## src/hw/rtl/pbra_pkg.sv

```systemverilog
// Shared types and constants for the pooled bump range allocator.
// No dependencies; every other file in hw/rtl depends on this package.
package pbra_pkg;

   localparam int CMD_W      = 1;
   localparam int COUNT_W    = 24;
   localparam int TAG_W      = 8;
   localparam int STATUS_W   = 2;
   localparam int SLOT_IDX_W = 4;
   localparam int OFFSET_W   = 24;
   localparam int LIMIT_W    = 29;
   localparam int CAP_W      = 25;

   localparam logic [LIMIT_W-1:0] LIMIT_RESET = 29'd268435456;

   typedef enum logic [CMD_W-1:0] {
      CMD_ALLOCATE = 1'b0,
      CMD_REFILL   = 1'b1
   } command_type;

   typedef enum logic [STATUS_W-1:0] {
      STATUS_GRANTED  = 2'd0,
      STATUS_EMPTY    = 2'd1,
      STATUS_NO_SPACE = 2'd2,
      STATUS_REFILLED = 2'd3
   } status_type;

   typedef struct packed {
      logic [TAG_W-1:0] tag;
      logic [CAP_W-1:0] capacity;
      logic [CAP_W-1:0] available;
   } slot_entry_type;

   typedef struct packed {
      status_type            status;
      logic [SLOT_IDX_W-1:0] slot_index;
      logic [OFFSET_W-1:0]   start_offset;
      logic                  opened_new;
   } rsp_word_type;

endpackage

```

## src/hw/rtl/pbra_channels.sv

```systemverilog
// Valid/ready channel interfaces for allocator requests and responses.
// Depends on pbra_pkg for field widths.
interface pbra_req_if;
   logic                              valid;
   logic                              ready;
   logic [pbra_pkg::CMD_W-1:0]        command;
   logic [pbra_pkg::COUNT_W-1:0]      count;
   logic [pbra_pkg::TAG_W-1:0]        format_tag;

   modport source (output valid, command, count, format_tag, input ready);
   modport sink   (input valid, command, count, format_tag, output ready);
endinterface

interface pbra_rsp_if;
   logic                              valid;
   logic                              ready;
   logic [pbra_pkg::STATUS_W-1:0]     status;
   logic [pbra_pkg::SLOT_IDX_W-1:0]   slot_index;
   logic [pbra_pkg::OFFSET_W-1:0]     start_offset;
   logic                              opened_new;

   modport source (output valid, status, slot_index, start_offset, opened_new, input ready);
   modport sink   (input valid, status, slot_index, start_offset, opened_new, output ready);
endinterface

```

## src/hw/rtl/pbra_slot_ram.sv

```systemverilog
// Slot table memory: one write port, one read port, registered read data.
// Depends on pbra_pkg for the slot entry layout.
module pbra_slot_ram #(
   parameter int SLOTS  = 16,
   parameter int ADDR_W = 4
) (
   input  logic                     clock,
   input  logic [ADDR_W-1:0]        rd_addr,
   output pbra_pkg::slot_entry_type rd_data,
   input  logic                     wr_en,
   input  logic [ADDR_W-1:0]        wr_addr,
   input  pbra_pkg::slot_entry_type wr_data
);
   import pbra_pkg::*;

   slot_entry_type slot_mem [SLOTS];
   slot_entry_type rd_data_ff;

   always_ff @(posedge clock) begin
      if (wr_en) begin
         slot_mem[wr_addr] <= wr_data;
      end
      rd_data_ff <= slot_mem[rd_addr];
   end

   assign rd_data = rd_data_ff;

endmodule

```

## src/hw/rtl/pbra_round_unit.sv

```systemverilog
// Rounds a request count up to a multiple of the slot grain.
// Depends on pbra_pkg; a non power of two grain uses a reciprocal multiply.
module pbra_round_unit #(
   parameter int GRAIN = 65536
) (
   input  logic                         clock,
   input  logic                         reset,
   input  logic                         start,
   input  logic [pbra_pkg::COUNT_W-1:0] count,
   output logic                         done,
   output logic [pbra_pkg::CAP_W-1:0]   capacity
);
   import pbra_pkg::*;

   localparam logic [CAP_W-1:0] GRAIN_V    = CAP_W'(GRAIN);
   localparam bit               GRAIN_POW2 = ((GRAIN & (GRAIN - 1)) == 0);

   logic [CAP_W-1:0] num_ff;
   logic [CAP_W-1:0] num_in;

   // count + GRAIN - 1 never overflows 25 bits
   assign num_in = CAP_W'(count) + GRAIN_V - CAP_W'(1);

   always_ff @(posedge clock) begin
      if (start) begin
         num_ff <= num_in;
      end
   end

   generate
      if (GRAIN_POW2) begin : g_mask
         logic done_ff;
         logic done_in;

         assign done_in = start ? 1'b1 : done_ff;

         always_ff @(posedge clock) begin
            if (reset) begin
               done_ff <= 1'b0;
            end else begin
               done_ff <= done_in;
            end
         end

         assign done     = done_ff;
         assign capacity = num_ff & ~(GRAIN_V - CAP_W'(1));
      end else begin : g_recip
         localparam int                SHIFT   = CAP_W + $clog2(GRAIN);
         localparam int                PROD_W  = 2 * CAP_W + 1;
         localparam logic [63:0]       RECIP   = (64'd1 << SHIFT) / 64'(GRAIN);
         localparam logic [PROD_W-1:0] RECIP_V = PROD_W'(RECIP);

         logic [PROD_W-1:0] prod_ff;
         logic [CAP_W-1:0]  quot_est;
         logic [CAP_W-1:0]  base_ff;
         logic [CAP_W-1:0]  rem;
         logic [1:0]        step_ff;
         logic [1:0]        step_in;

         // quotient estimate is low by at most one grain
         assign quot_est = CAP_W'(prod_ff >> SHIFT);
         assign step_in  = start ? 2'd2 :
                           ((step_ff != 2'd0) ? (step_ff - 2'd1) : step_ff);

         always_ff @(posedge clock) begin
            if (reset) begin
               step_ff <= 2'd0;
            end else begin
               step_ff <= step_in;
            end
         end

         always_ff @(posedge clock) begin
            prod_ff <= PROD_W'(num_ff) * RECIP_V;
            base_ff <= quot_est * GRAIN_V;
         end

         // add back the missing grain when the estimate came out low
         assign rem      = num_ff - base_ff;
         assign done     = (step_ff == 2'd0);
         assign capacity = (rem >= GRAIN_V) ? (base_ff + GRAIN_V) : base_ff;
      end
   endgenerate

endmodule

```

## src/hw/rtl/pooled_bump_range_allocator_unit.sv

```systemverilog
// Top level of the pooled bump range allocator: control sequencer, refill
// marks and output register. Depends on pbra_pkg, pbra_channels,
// pbra_slot_ram and pbra_round_unit.
//
//   channel  dir  signals                                   word
//   req      in   valid ready command count format_tag      one request
//   rsp      out  valid ready status slot_index             one response
//                 start_offset opened_new
//   csr      in   csr_write_enable csr_write_data           storage limit
//
// An allocation scans open slots in index order through the slot memory, one
// read per cycle. Refill and zero count requests skip the search.
// Reset clears control state only.
// A new request is taken while a response waits on a stalled rsp channel.
module pooled_bump_range_allocator_unit #(
   parameter int SLOTS = 16,
   parameter int GRAIN = 65536
) (
   input  logic                         clock,
   input  logic                         reset,
   pbra_req_if.sink                     req_chan,
   pbra_rsp_if.source                   rsp_chan,
   input  logic                         csr_write_enable,
   input  logic [pbra_pkg::LIMIT_W-1:0] csr_write_data
);
   import pbra_pkg::*;

   localparam int IDX_W = (SLOTS > 1) ? $clog2(SLOTS) : 1;
   localparam int CNT_W = $clog2(SLOTS + 1);

   typedef enum logic [3:0] {
      ST_IDLE   = 4'b0001,
      ST_SEARCH = 4'b0010,
      ST_OPEN   = 4'b0100,
      ST_DONE   = 4'b1000
   } state_type;

   state_type            state_ff, state_in;
   logic [TAG_W-1:0]     tag_ff, tag_in;
   logic [COUNT_W-1:0]   count_ff, count_in;
   logic [CNT_W-1:0]     rd_ptr_ff, rd_ptr_in;
   logic                 chk_valid_ff, chk_valid_in;
   logic [IDX_W-1:0]     chk_idx_ff, chk_idx_in;
   logic [CNT_W-1:0]     used_ff, used_in;
   logic [LIMIT_W-1:0]   storage_ff, storage_in;
   logic [LIMIT_W-1:0]   limit_ff, limit_in;
   logic [SLOTS-1:0]     fresh_ff, fresh_in;
   rsp_word_type         res_ff, res_in;
   logic                 out_valid_ff, out_valid_in;
   rsp_word_type         out_word_ff, out_word_in;

   logic                 accept;
   logic                 out_free;
   slot_entry_type       rd_data;
   logic                 wr_en;
   logic [IDX_W-1:0]     wr_addr;
   slot_entry_type       wr_data;
   logic                 round_done;
   logic [CAP_W-1:0]     round_cap;
   logic [CAP_W-1:0]     avail_eff;
   logic                 hit;
   logic [LIMIT_W:0]     storage_sum;

   pbra_slot_ram #(
      .SLOTS  (SLOTS),
      .ADDR_W (IDX_W)
   ) u_slot_ram (
      .clock   (clock),
      .rd_addr (rd_ptr_ff[IDX_W-1:0]),
      .rd_data (rd_data),
      .wr_en   (wr_en),
      .wr_addr (wr_addr),
      .wr_data (wr_data)
   );

   pbra_round_unit #(
      .GRAIN (GRAIN)
   ) u_round (
      .clock    (clock),
      .reset    (reset),
      .start    (accept),
      .count    (req_chan.count),
      .done     (round_done),
      .capacity (round_cap)
   );

   assign req_chan.ready = (state_ff == ST_IDLE);
   assign accept         = req_chan.valid && req_chan.ready;
   assign out_free       = !out_valid_ff || rsp_chan.ready;

   // a refilled slot reads back as full until its next grant
   assign avail_eff   = fresh_ff[chk_idx_ff] ? rd_data.capacity : rd_data.available;
   assign hit         = chk_valid_ff && (rd_data.tag == tag_ff)
                        && (avail_eff >= CAP_W'(count_ff));
   assign storage_sum = {1'b0, storage_ff} + (LIMIT_W + 1)'(round_cap);

   always_comb begin
      state_in     = state_ff;
      tag_in       = tag_ff;
      count_in     = count_ff;
      rd_ptr_in    = rd_ptr_ff;
      chk_valid_in = 1'b0;
      chk_idx_in   = chk_idx_ff;
      used_in      = used_ff;
      storage_in   = storage_ff;
      fresh_in     = fresh_ff;
      res_in       = res_ff;
      wr_en        = 1'b0;
      wr_addr      = chk_idx_ff;
      wr_data      = rd_data;
      out_valid_in = out_valid_ff && !rsp_chan.ready;
      out_word_in  = out_word_ff;
      limit_in     = csr_write_enable ? csr_write_data : limit_ff;

      case (state_ff)
         ST_IDLE: begin
            if (accept) begin
               tag_in    = req_chan.format_tag;
               count_in  = req_chan.count;
               rd_ptr_in = '0;
               res_in    = '0;
               if (req_chan.command == CMD_REFILL) begin
                  fresh_in      = '1;
                  res_in.status = STATUS_REFILLED;
                  state_in      = ST_DONE;
               end else if (req_chan.count == '0) begin
                  res_in.status = STATUS_EMPTY;
                  state_in      = ST_DONE;
               end else begin
                  state_in = ST_SEARCH;
               end
            end
         end

         ST_SEARCH: begin
            if (hit) begin
               wr_en                = 1'b1;
               wr_addr              = chk_idx_ff;
               wr_data.tag          = rd_data.tag;
               wr_data.capacity     = rd_data.capacity;
               wr_data.available    = avail_eff - CAP_W'(count_ff);
               fresh_in[chk_idx_ff] = 1'b0;
               res_in.status        = STATUS_GRANTED;
               res_in.slot_index    = SLOT_IDX_W'(chk_idx_ff);
               res_in.start_offset  = OFFSET_W'(rd_data.capacity - avail_eff);
               res_in.opened_new    = 1'b0;
               state_in             = ST_DONE;
            end else if (rd_ptr_ff < used_ff) begin
               // issue the next read; its data is checked next cycle
               chk_valid_in = 1'b1;
               chk_idx_in   = rd_ptr_ff[IDX_W-1:0];
               rd_ptr_in    = rd_ptr_ff + CNT_W'(1);
            end else begin
               state_in = ST_OPEN;
            end
         end

         ST_OPEN: begin
            if (round_done) begin
               if ((used_ff == CNT_W'(SLOTS)) || (storage_sum > {1'b0, limit_ff})) begin
                  res_in.status = STATUS_NO_SPACE;
               end else begin
                  wr_en                         = 1'b1;
                  wr_addr                       = used_ff[IDX_W-1:0];
                  wr_data.tag                   = tag_ff;
                  wr_data.capacity              = round_cap;
                  wr_data.available             = round_cap - CAP_W'(count_ff);
                  fresh_in[used_ff[IDX_W-1:0]]  = 1'b0;
                  used_in                       = used_ff + CNT_W'(1);
                  storage_in                    = storage_sum[LIMIT_W-1:0];
                  res_in.status                 = STATUS_GRANTED;
                  res_in.slot_index             = SLOT_IDX_W'(used_ff);
                  res_in.start_offset           = '0;
                  res_in.opened_new             = 1'b1;
               end
               state_in = ST_DONE;
            end
         end

         ST_DONE: begin
            // hold until the output register can take the word
            if (out_free) begin
               out_word_in  = res_ff;
               out_valid_in = 1'b1;
               state_in     = ST_IDLE;
            end
         end

         default: begin
            state_in = ST_IDLE;
         end
      endcase
   end

   always_ff @(posedge clock) begin
      if (reset) begin
         state_ff     <= ST_IDLE;
         chk_valid_ff <= 1'b0;
         used_ff      <= '0;
         storage_ff   <= '0;
         limit_ff     <= LIMIT_RESET;
         fresh_ff     <= '0;
         out_valid_ff <= 1'b0;
      end else begin
         state_ff     <= state_in;
         chk_valid_ff <= chk_valid_in;
         used_ff      <= used_in;
         storage_ff   <= storage_in;
         limit_ff     <= limit_in;
         fresh_ff     <= fresh_in;
         out_valid_ff <= out_valid_in;
      end
   end

   always_ff @(posedge clock) begin
      tag_ff      <= tag_in;
      count_ff    <= count_in;
      rd_ptr_ff   <= rd_ptr_in;
      chk_idx_ff  <= chk_idx_in;
      res_ff      <= res_in;
      out_word_ff <= out_word_in;
   end

   assign rsp_chan.valid        = out_valid_ff;
   assign rsp_chan.status       = out_word_ff.status;
   assign rsp_chan.slot_index   = out_word_ff.slot_index;
   assign rsp_chan.start_offset = out_word_ff.start_offset;
   assign rsp_chan.opened_new   = out_word_ff.opened_new;

endmodule

```

## src/flat_wrapper.sv

```systemverilog
// flat-port wrapper written by rule: the top's interface ports become plain ports
module pooled_bump_range_allocator_unit_flat import pbra_pkg::*;
#(
   parameter int SLOTS = 16,
   parameter int GRAIN = 65536
)
  (clock, reset, csr_write_enable, csr_write_data, req_chan_valid, req_chan_command, req_chan_count, req_chan_format_tag, req_chan_ready, rsp_chan_valid, rsp_chan_status, rsp_chan_slot_index, rsp_chan_start_offset, rsp_chan_opened_new, rsp_chan_ready);
  pbra_req_if req_chan_i ();
  pbra_rsp_if rsp_chan_i ();
  input  logic clock;
  input  logic reset;
  input  logic csr_write_enable;
  input  logic [pbra_pkg::LIMIT_W-1:0] csr_write_data;
  input wire logic [$bits(req_chan_i.valid)-1:0] req_chan_valid;
  input wire logic [$bits(req_chan_i.command)-1:0] req_chan_command;
  input wire logic [$bits(req_chan_i.count)-1:0] req_chan_count;
  input wire logic [$bits(req_chan_i.format_tag)-1:0] req_chan_format_tag;
  output wire logic [$bits(req_chan_i.ready)-1:0] req_chan_ready;
  output wire logic [$bits(rsp_chan_i.valid)-1:0] rsp_chan_valid;
  output wire logic [$bits(rsp_chan_i.status)-1:0] rsp_chan_status;
  output wire logic [$bits(rsp_chan_i.slot_index)-1:0] rsp_chan_slot_index;
  output wire logic [$bits(rsp_chan_i.start_offset)-1:0] rsp_chan_start_offset;
  output wire logic [$bits(rsp_chan_i.opened_new)-1:0] rsp_chan_opened_new;
  input wire logic [$bits(rsp_chan_i.ready)-1:0] rsp_chan_ready;
  assign req_chan_i.valid = req_chan_valid;
  assign req_chan_i.command = req_chan_command;
  assign req_chan_i.count = req_chan_count;
  assign req_chan_i.format_tag = req_chan_format_tag;
  assign req_chan_ready = req_chan_i.ready;
  assign rsp_chan_valid = rsp_chan_i.valid;
  assign rsp_chan_status = rsp_chan_i.status;
  assign rsp_chan_slot_index = rsp_chan_i.slot_index;
  assign rsp_chan_start_offset = rsp_chan_i.start_offset;
  assign rsp_chan_opened_new = rsp_chan_i.opened_new;
  assign rsp_chan_i.ready = rsp_chan_ready;
  pooled_bump_range_allocator_unit #(.SLOTS(SLOTS), .GRAIN(GRAIN)) u_core (.clock(clock), .reset(reset), .req_chan(req_chan_i), .rsp_chan(rsp_chan_i), .csr_write_enable(csr_write_enable), .csr_write_data(csr_write_data));
endmodule
```

## config.mk

```make
export PLATFORM = sky130hd
export DESIGN_NAME = pooled_bump_range_allocator_unit_flat
export DESIGN_NICKNAME = d
export VERILOG_FILES = /design/src/hw/rtl/pbra_pkg.sv /design/src/hw/rtl/pbra_channels.sv /design/src/hw/rtl/pbra_slot_ram.sv /design/src/hw/rtl/pbra_round_unit.sv /design/src/hw/rtl/pooled_bump_range_allocator_unit.sv /design/src/flat_wrapper.sv
export SDC_FILE = /design/constraint.sdc
export NUM_CORES = 1
export LEC_CHECK = 0
export BUFFER_PORTS_ARGS = -buffer_cell sky130_fd_sc_hd__buf_2
export CAP_MARGIN = 10
export CORE_UTILIZATION = 45
export CTS_CLUSTER_DIAMETER = 40
export DETAILED_ROUTE_END_ITERATION = 8
export PLACE_DENSITY = 0.7
export SLEW_MARGIN = 20
export SYNTH_ARGS = -nofsm -noshare
export SYNTH_HDL_FRONTEND = slang
export SYNTH_HIERARCHICAL = 1
export SYNTH_SLANG_ARGS = --single-unit
```

## constraint.sdc

```tcl
create_clock -name clock -period 14.2 [get_ports clock]
set_clock_uncertainty 0.15 [all_clocks]
set_input_delay 2.13 -clock clock [delete_from_list [all_inputs] [get_ports clock]]
set_output_delay 2.13 -clock clock [all_outputs]
set_load 0.02 [all_outputs]
```

==> impl_metrics.ini, run 1 <==
[outcome]
outcome = finished, final reports clean

[routing]
vias = 29180
viasPerCell = 5.921
route.detailed.drc = 0
routedWlPerCell_microns = 25.99
drt_wl_total_mm = 128.1
ant_nets = 0
drt_iter0_drc = 3536
dr.pass1.iters = 6

[die]
core_area_sq_mm = 0.1108
ios = 100
initial_utilization_pct = 45.47
die_x_microns = 336.6
die_y_microns = 336.6
fp-row-count = 122
dieArea_sq_mm = 0.1133

[sta]
final-hold-violation-count = 0
final.period_utilization_pct = 57.42
fin_hold_ws_ns = 0.2672
slew_viol_final = 0
post-route-min-period_ns = 8.153
setup_viol = 0
maxSlewHeadroom_pct = 22.93
fmax_ghz = 0.1226
worst_slack_ns = 6.047
tightest_slew_ns = 1.127
grt_setup_unrepaired = no
tns_ns = 0

[pwr]
p_sw_share_pct = 29.21
switchingPower_mw = 2.958
internal-power_mw = 7.169
pwr_density_cell_mw_per_mm2 = 175.5
p_comb_share_pct = 19.7
irDropWorstVdd_v = 0.0001336
p_seq_share_pct = 42.7
totalPowerFinal_mw = 10.13
cellLeakagePower_nw = 19.89
power_frac_clock_pct = 37.6

[placement]
dp_cells = 4660
dp_hpwl_mm = 77.72
port-buffer-count = 99
gp_congestion = 0.9483
preCtsSetupSlack_ns = 6.066
dpl_cell_area_sq_mm = 0.05260

[yosys]
syn_avg_cell_area_sq_um = 15.97
synth-seq-cells = 1184
syn_inst = 3156
synth_edf_count = 1040
synthFlopType = edfxtp_1
async_flop_share_pct = 0
yosysWarnings = 6
synth.top_cell.area_share_pct = 61.97
yosysTopAreaCell = edfxtp_1
synth_area_leaders = edfxtp_1 62%, mux4_2 10%, dfxtp_1 5.7%
synth_cell_type_count = 77
synth_area_sq_mm = 0.05039
synth.yosys.seq_area_share_pct = 67.69

[critical_path]
criticalPathCategory = reg -> reg
cp.required_ns = 14.41
cp_top_family = simple AND/OR/NAND/NOR gates
crit_buf_inv = 4
cp.arrival_ns = 8.36
critPathSlowestCell = nor2_4
slowest_delay_ns = 0.82
start_kind = flip-flop
worst_path_most_repeated_cell = buf_4
cp_cell_sequence = mux4_2 -> o221ai_4 -> buf_4 -> mux2_2 -> ha_1 -> nand3_1 -> or4b_4 -> a2111oi_4 -> o21ai_2 -> a21oi_4 -> o21ba_1 -> buf_4 -> inv_1 -> nand3b_1 -> nor2_4 -> buf_4
cp-end-kind = flip-flop
path_max_fanout = 37

[clock_network]
post_cts_buffers = 0
cts_buffer_depth = 3
clock-sinks = 1184
htreeDepth = 4
cts-root-buf = clkbuf_16
cts_buffers = 142
cts.reportedPaths.clkPinSlew_ns = 0.06
post_cts_resized = 0
cts_tree = done
ctsHoldBuffers = 0
clkLatencyLatePin_ns = 0.77

[final_layout]
fillCellCount = 8911
stdcell_count = 4928
fin_util_pct = 52.08
fin_nets = 3521
design_area_sq_mm = 0.05772
layout_common_cells = 1040 x edfxtp_1, 292 x nand2_1, 234 x mux4_2, 145 x clkbuf_16, 144 x dfxtp_1
synthToLayoutAreaGrowth_pct = 14.54
drive_gt1_share_pct = 20.08
final_common_cell = edfxtp_1

[grt]
grt_pass1_wl_mm = 188.6
grt_pass1_vias = 29160
grt_use_total_pct = 22.72
grt_max_degree = 117
antenna_found_initial = 6
gr-total-overflow = 0

[hold_path]
hold_class = reg -> reg

[run]
maxCapViolations = 0
power by group through the flow:
stage	sequential, mW	combinational, mW	clock (mW)
2_1_floorplan	4.32	1.34	0
5_1_grt	4.33	2.15	4.00
6_report	4.32	1.99	3.81
3_5_place_dp	4.39	1.96	0
4_1_cts	4.32	1.97	3.86
3_3_place_gp	4.39	1.94	0
registers in the layout, indices dropped and copies added, names as in the netlist, 9 cells and up:
signal                        count
u_core/count_ff                  24
u_core/fresh_ff                  16
u_core/limit_ff                  29
u_core/res_ff                    31
u_core/rsp_chan.start_offset     24
u_core/storage_ff                29
u_core/u_round/num_ff             9
u_core/u_slot_ram/rd_data        58
u_core/u_slot_ram/slot_mem      928
metal layers:
metal | GRT usage (%) | vias up | part of all wire (%)
li1 | - | 12700 | -
met1 | 31.87 | 14910 | 42
met2 | 35.65 | 1354 | 47
met3 | 4.250 | 215 | 8.7
met4 | 7.834 | 2 | 3.1
met5 | 0 | - | 0.016
logic make-up (layout without fill, tap and decap cells):
kind of cell	count (synthesis)	in the layout	share of synthesized area, %
AOI/OAI and AO/OA	509	509	6.922
xor gates and xnor gates	110	110	1.912
and+or+nand+nor	654	654	5.907
adders and majority gates	138	138	3.486
DFF	1184	1184	67.69
muxes	289	289	11.61
buffers and inverters	271	537	2.466
other	1	19	0.007441
area by class of cell:
type                            count  area, sq um  share of cell area (%)
Sequential cell                  1184        34110                   59.10
Multi-Input combinational cell   1716        15280                   26.47
Clock buffer                      170         3782                   6.553
Tap cell                         1488         1862                   3.226
Clock inverter                     95         1326                   2.298
Timing Repair Buffer              151        898.4                   1.556
Inverter                          121        454.2                  0.7869
Antenna cell                        3        7.507                 0.01301
path summary, 6_finish.rpt:
path	startpoint	end	slack, ns	depth (start not counted)
setup / recovery	u_core/chk_idx_ff[0]	u_core/u_slot_ram/slot_mem[10][3]	6.05	16
hold / removal	u_core/res_ff[0]	u_core/rsp_chan.opened_new	0.27	0
setup reg to reg	u_core/chk_idx_ff[0]	u_core/u_slot_ram/slot_mem[10][3]	6.05	16
hold reg to reg	u_core/res_ff[0]	u_core/rsp_chan.opened_new	0.27	0
worst reg2reg max path: stages, from the launching register on:
cell and delay, ns:
edfxtp_1 0.75, mux4_2 0.66, o221ai_4 0.23, buf_4 0.42
mux2_2 0.41, ha_1 0.37, nand3_1 0.24, or4b_4 0.62
a2111oi_4 0.34, o21ai_2 0.15, a21oi_4 0.50, o21ba_1 0.22
buf_4 0.23, inv_1 0.47, nand3b_1 0.39, nor2_4 0.82
buf_4 0.77
synthesized netlist by cell type, types with 8 or more instances:
| cell type | count |
|---|---|
| nand2b_1 | 20 |
| o211ai_1 | 13 |
| nand4_1 | 22 |
| clkbuf_1 | 75 |
| buf_2 | 24 |
| nand2_1 | 292 |
| a21oi_1 | 108 |
| xnor2_1 | 70 |
| o22ai_1 | 8 |
| nand3_1 | 41 |
| mux2_2 | 23 |
| nor2_1 | 142 |
| inv_1 | 121 |
| xor2_1 | 40 |
| nor3_1 | 37 |
| and3_1 | 14 |
| a211oi_1 | 18 |
| o21bai_1 | 11 |
| ha_1 | 134 |
| a21o_1 | 31 |
| mux2i_1 | 32 |
| a31oi_1 | 14 |
| buf_6 | 12 |
| edfxtp_1 | 1040 |
| dfxtp_1 | 144 |
| buf_1 | 11 |
| nor2b_1 | 20 |
| o31ai_1 | 17 |
| buf_4 | 28 |
| mux4_2 | 234 |
| a22oi_1 | 120 |
| a221o_1 | 12 |
| nor4_1 | 17 |
| o21a_1 | 11 |
| o21ai_0 | 82 |
Note: power is estimated with default switching activity, not from simulation.
==> run 2: changes to the inputs <==
--- a/config.mk
+++ b/config.mk
@@ -10,7 +10,7 @@
 export CORE_UTILIZATION = 45
 export CTS_CLUSTER_DIAMETER = 40
 export DETAILED_ROUTE_END_ITERATION = 8
-export PLACE_DENSITY = 0.7
+export PLACE_DENSITY = 0.73
 export SLEW_MARGIN = 20
 export SYNTH_ARGS = -nofsm -noshare
 export SYNTH_HDL_FRONTEND = slang
==> constraint.sdc (replaced) <==
create_clock -name clock -period 6.97 [get_ports clock]
set_clock_uncertainty 0.15 [all_clocks]
set_input_delay 1.0455 -clock clock [delete_from_list [all_inputs] [get_ports clock]]
set_output_delay 1.0455 -clock clock [all_outputs]
set_load 0.02 [all_outputs]
==> impl_metrics.ini, run 2 (same netlist as run 1, synthesis figures left out) <==
[placement]
gp_congestion = 0.9808
dp_cells = 4670
dp_hpwl_mm = 80.76
dpl_cell_area_sq_mm = 0.05289
port-buffer-count = 99

[critical_path]
critPathSlowestCell = o221ai_4
cp_cell_sequence = mux4_2 -> o221ai_4 -> buf_4 -> mux2_2 -> ha_1 -> o21ai_0 -> a21oi_1 -> a31oi_1 -> a2111oi_4 -> o21ai_2 -> a21oi_4 -> o21ba_1 -> inv_1 -> or3b_2 -> nor2_4 -> buf_4
slowest_delay_ns = 0.64
crit_buf_inv = 3
cp_top_family = compound AO/OA/AOI/OAI gates
cp.required_ns = 7.20
worst_path_most_repeated_cell = buf_4
criticalPathCategory = reg -> reg
path_max_fanout = 36
cp-end-kind = flip-flop
start_kind = flip-flop
cp.arrival_ns = 6.68

[final_layout]
design_area_sq_mm = 0.05782
synthToLayoutAreaGrowth_pct = 14.75
regMostFlops = u_core/u_slot_ram/slot_mem
layout_common_cells = 1040 x edfxtp_1, 292 x nand2_1, 234 x mux4_2, 146 x clkbuf_16, 144 x dfxtp_1
stdcell_count = 4939
fin_nets = 3533
final_common_cell = edfxtp_1
drive_gt1_share_pct = 20.49
largest_reg_flops = 928

[grt]
antenna_found_initial = 8
gr-total-overflow = 0
grt_use_total_pct = 23.41
grt_max_degree = 138
grt_pass1_vias = 29210
grt_pass1_wl_mm = 193.0

[hold_path]
hold_class = reg -> reg

[die]
die_y_microns = 336.6
core_area_sq_mm = 0.1108
fp-row-count = 122
die_x_microns = 336.6
ios = 100
initial_utilization_pct = 45.47
dieArea_sq_mm = 0.1133

[sta]
grt_setup_unrepaired = no
post-route-min-period_ns = 6.448
final-hold-violation-count = 0
final.period_utilization_pct = 92.51
maxSlewHeadroom_pct = 3.650
fmax_ghz = 0.1551
slew_viol_final = 0
setup_viol = 0
tightest_slew_ns = 1.409

[pwr]
totalPowerFinal_mw = 20.49
cellLeakagePower_nw = 19.90
pwr_density_cell_mw_per_mm2 = 354.3
irDropWorstVdd_v = 0.0002432

[clock_network]
post_cts_buffers = 0
clock-sinks = 1184
cts_buffer_depth = 3
cts_tree = done
cts-root-buf = clkbuf_16
htreeDepth = 4
ctsHoldBuffers = 0
cts_buffers = 144
cts.reportedPaths.clkPinSlew_ns = 0.06
clkLatencyLatePin_ns = 0.77
post_cts_resized = 0

[routing]
ant_nets = 0
drt_iter0_drc = 3393
routedWlPerCell_microns = 26.71
viasPerCell = 5.960
dr.pass1.iters = 8
route.detailed.drc = 0
drt_wl_total_mm = 131.9
vias = 29440

[outcome]
outcome = finished, final reports clean

[run]
maxCapViolations = 0
==> run 2: path summary, 6_finish.rpt <==
kind	start	end	slack, ns	depth (start not counted)
max	u_core/chk_idx_ff[0]	u_core/u_slot_ram/slot_mem[1][0]	0.52	16
min	u_core/res_ff[0]	u_core/rsp_chan.opened_new	0.27	0
max reg2reg	u_core/chk_idx_ff[0]	u_core/u_slot_ram/slot_mem[1][0]	0.52	16
min reg2reg	u_core/res_ff[0]	u_core/rsp_chan.opened_new	0.27	0
==> run 2: layout make-up <==
cell class              count  area [sq um]
multi-input cells        1716         15290
inverters                 121         454.2
diodes                      1         2.502
well taps                1488          1862
repair buffers            161          1174
flip-flops and latches   1184         34110
clock buffers             164          3731
clock inverters           104          1197
fillers                  8800         53000
==> run 2: worst register-to-register path: stages, from the launching register on <==
cell and delay (ns):
edfxtp_1 0.50, mux4_2 0.61, o221ai_4 0.64, buf_4 0.34, mux2_2 0.38, ha_1 0.36, o21ai_0 0.11, a21oi_1 0.26
a31oi_1 0.22, a2111oi_4 0.43, o21ai_2 0.16, a21oi_4 0.17, o21ba_1 0.17, inv_1 0.27, or3b_2 0.63, nor2_4 0.13
buf_4 0.52
==> run 2: stage by stage <==
stage                     setup TNS, ns  setup slack [ns]  utilization (%)  hold WS (ns)
after CTS                             0            0.3602            52.18        0.2683
after detailed placement              0            0.3710            47.73        0.2562
after floorplan                 -342.86           -0.9524                -        0.2503
final                                 0            0.5218            52.18        0.2682
after global routing                  0            0.1127            52.18        0.2762
after global placement                0            0.4702            47.73        0.2507
==> run 2: where the power goes <==
group	switching, mW	internal [mW]	leakage, nW
clock	3.13	4.41	2.36
combinational	2.69	1.43	6.91
sequential	0.270	8.55	10.6
total	6.09	14.4	19.9
==> run 2: routing by layer <==
| metal | wire, microns | vias up | global-route usage, % |
|---|---|---|---|
| met3 | 13440 | 237 | 5.280 |
| met2 | 62300 | 1593 | 37.25 |
| met5 | 20 | - | 0 |
| li1 | - | 12740 | - |
| met4 | 4755 | 2 | 9.159 |
| met1 | 51420 | 14860 | 31.34 |
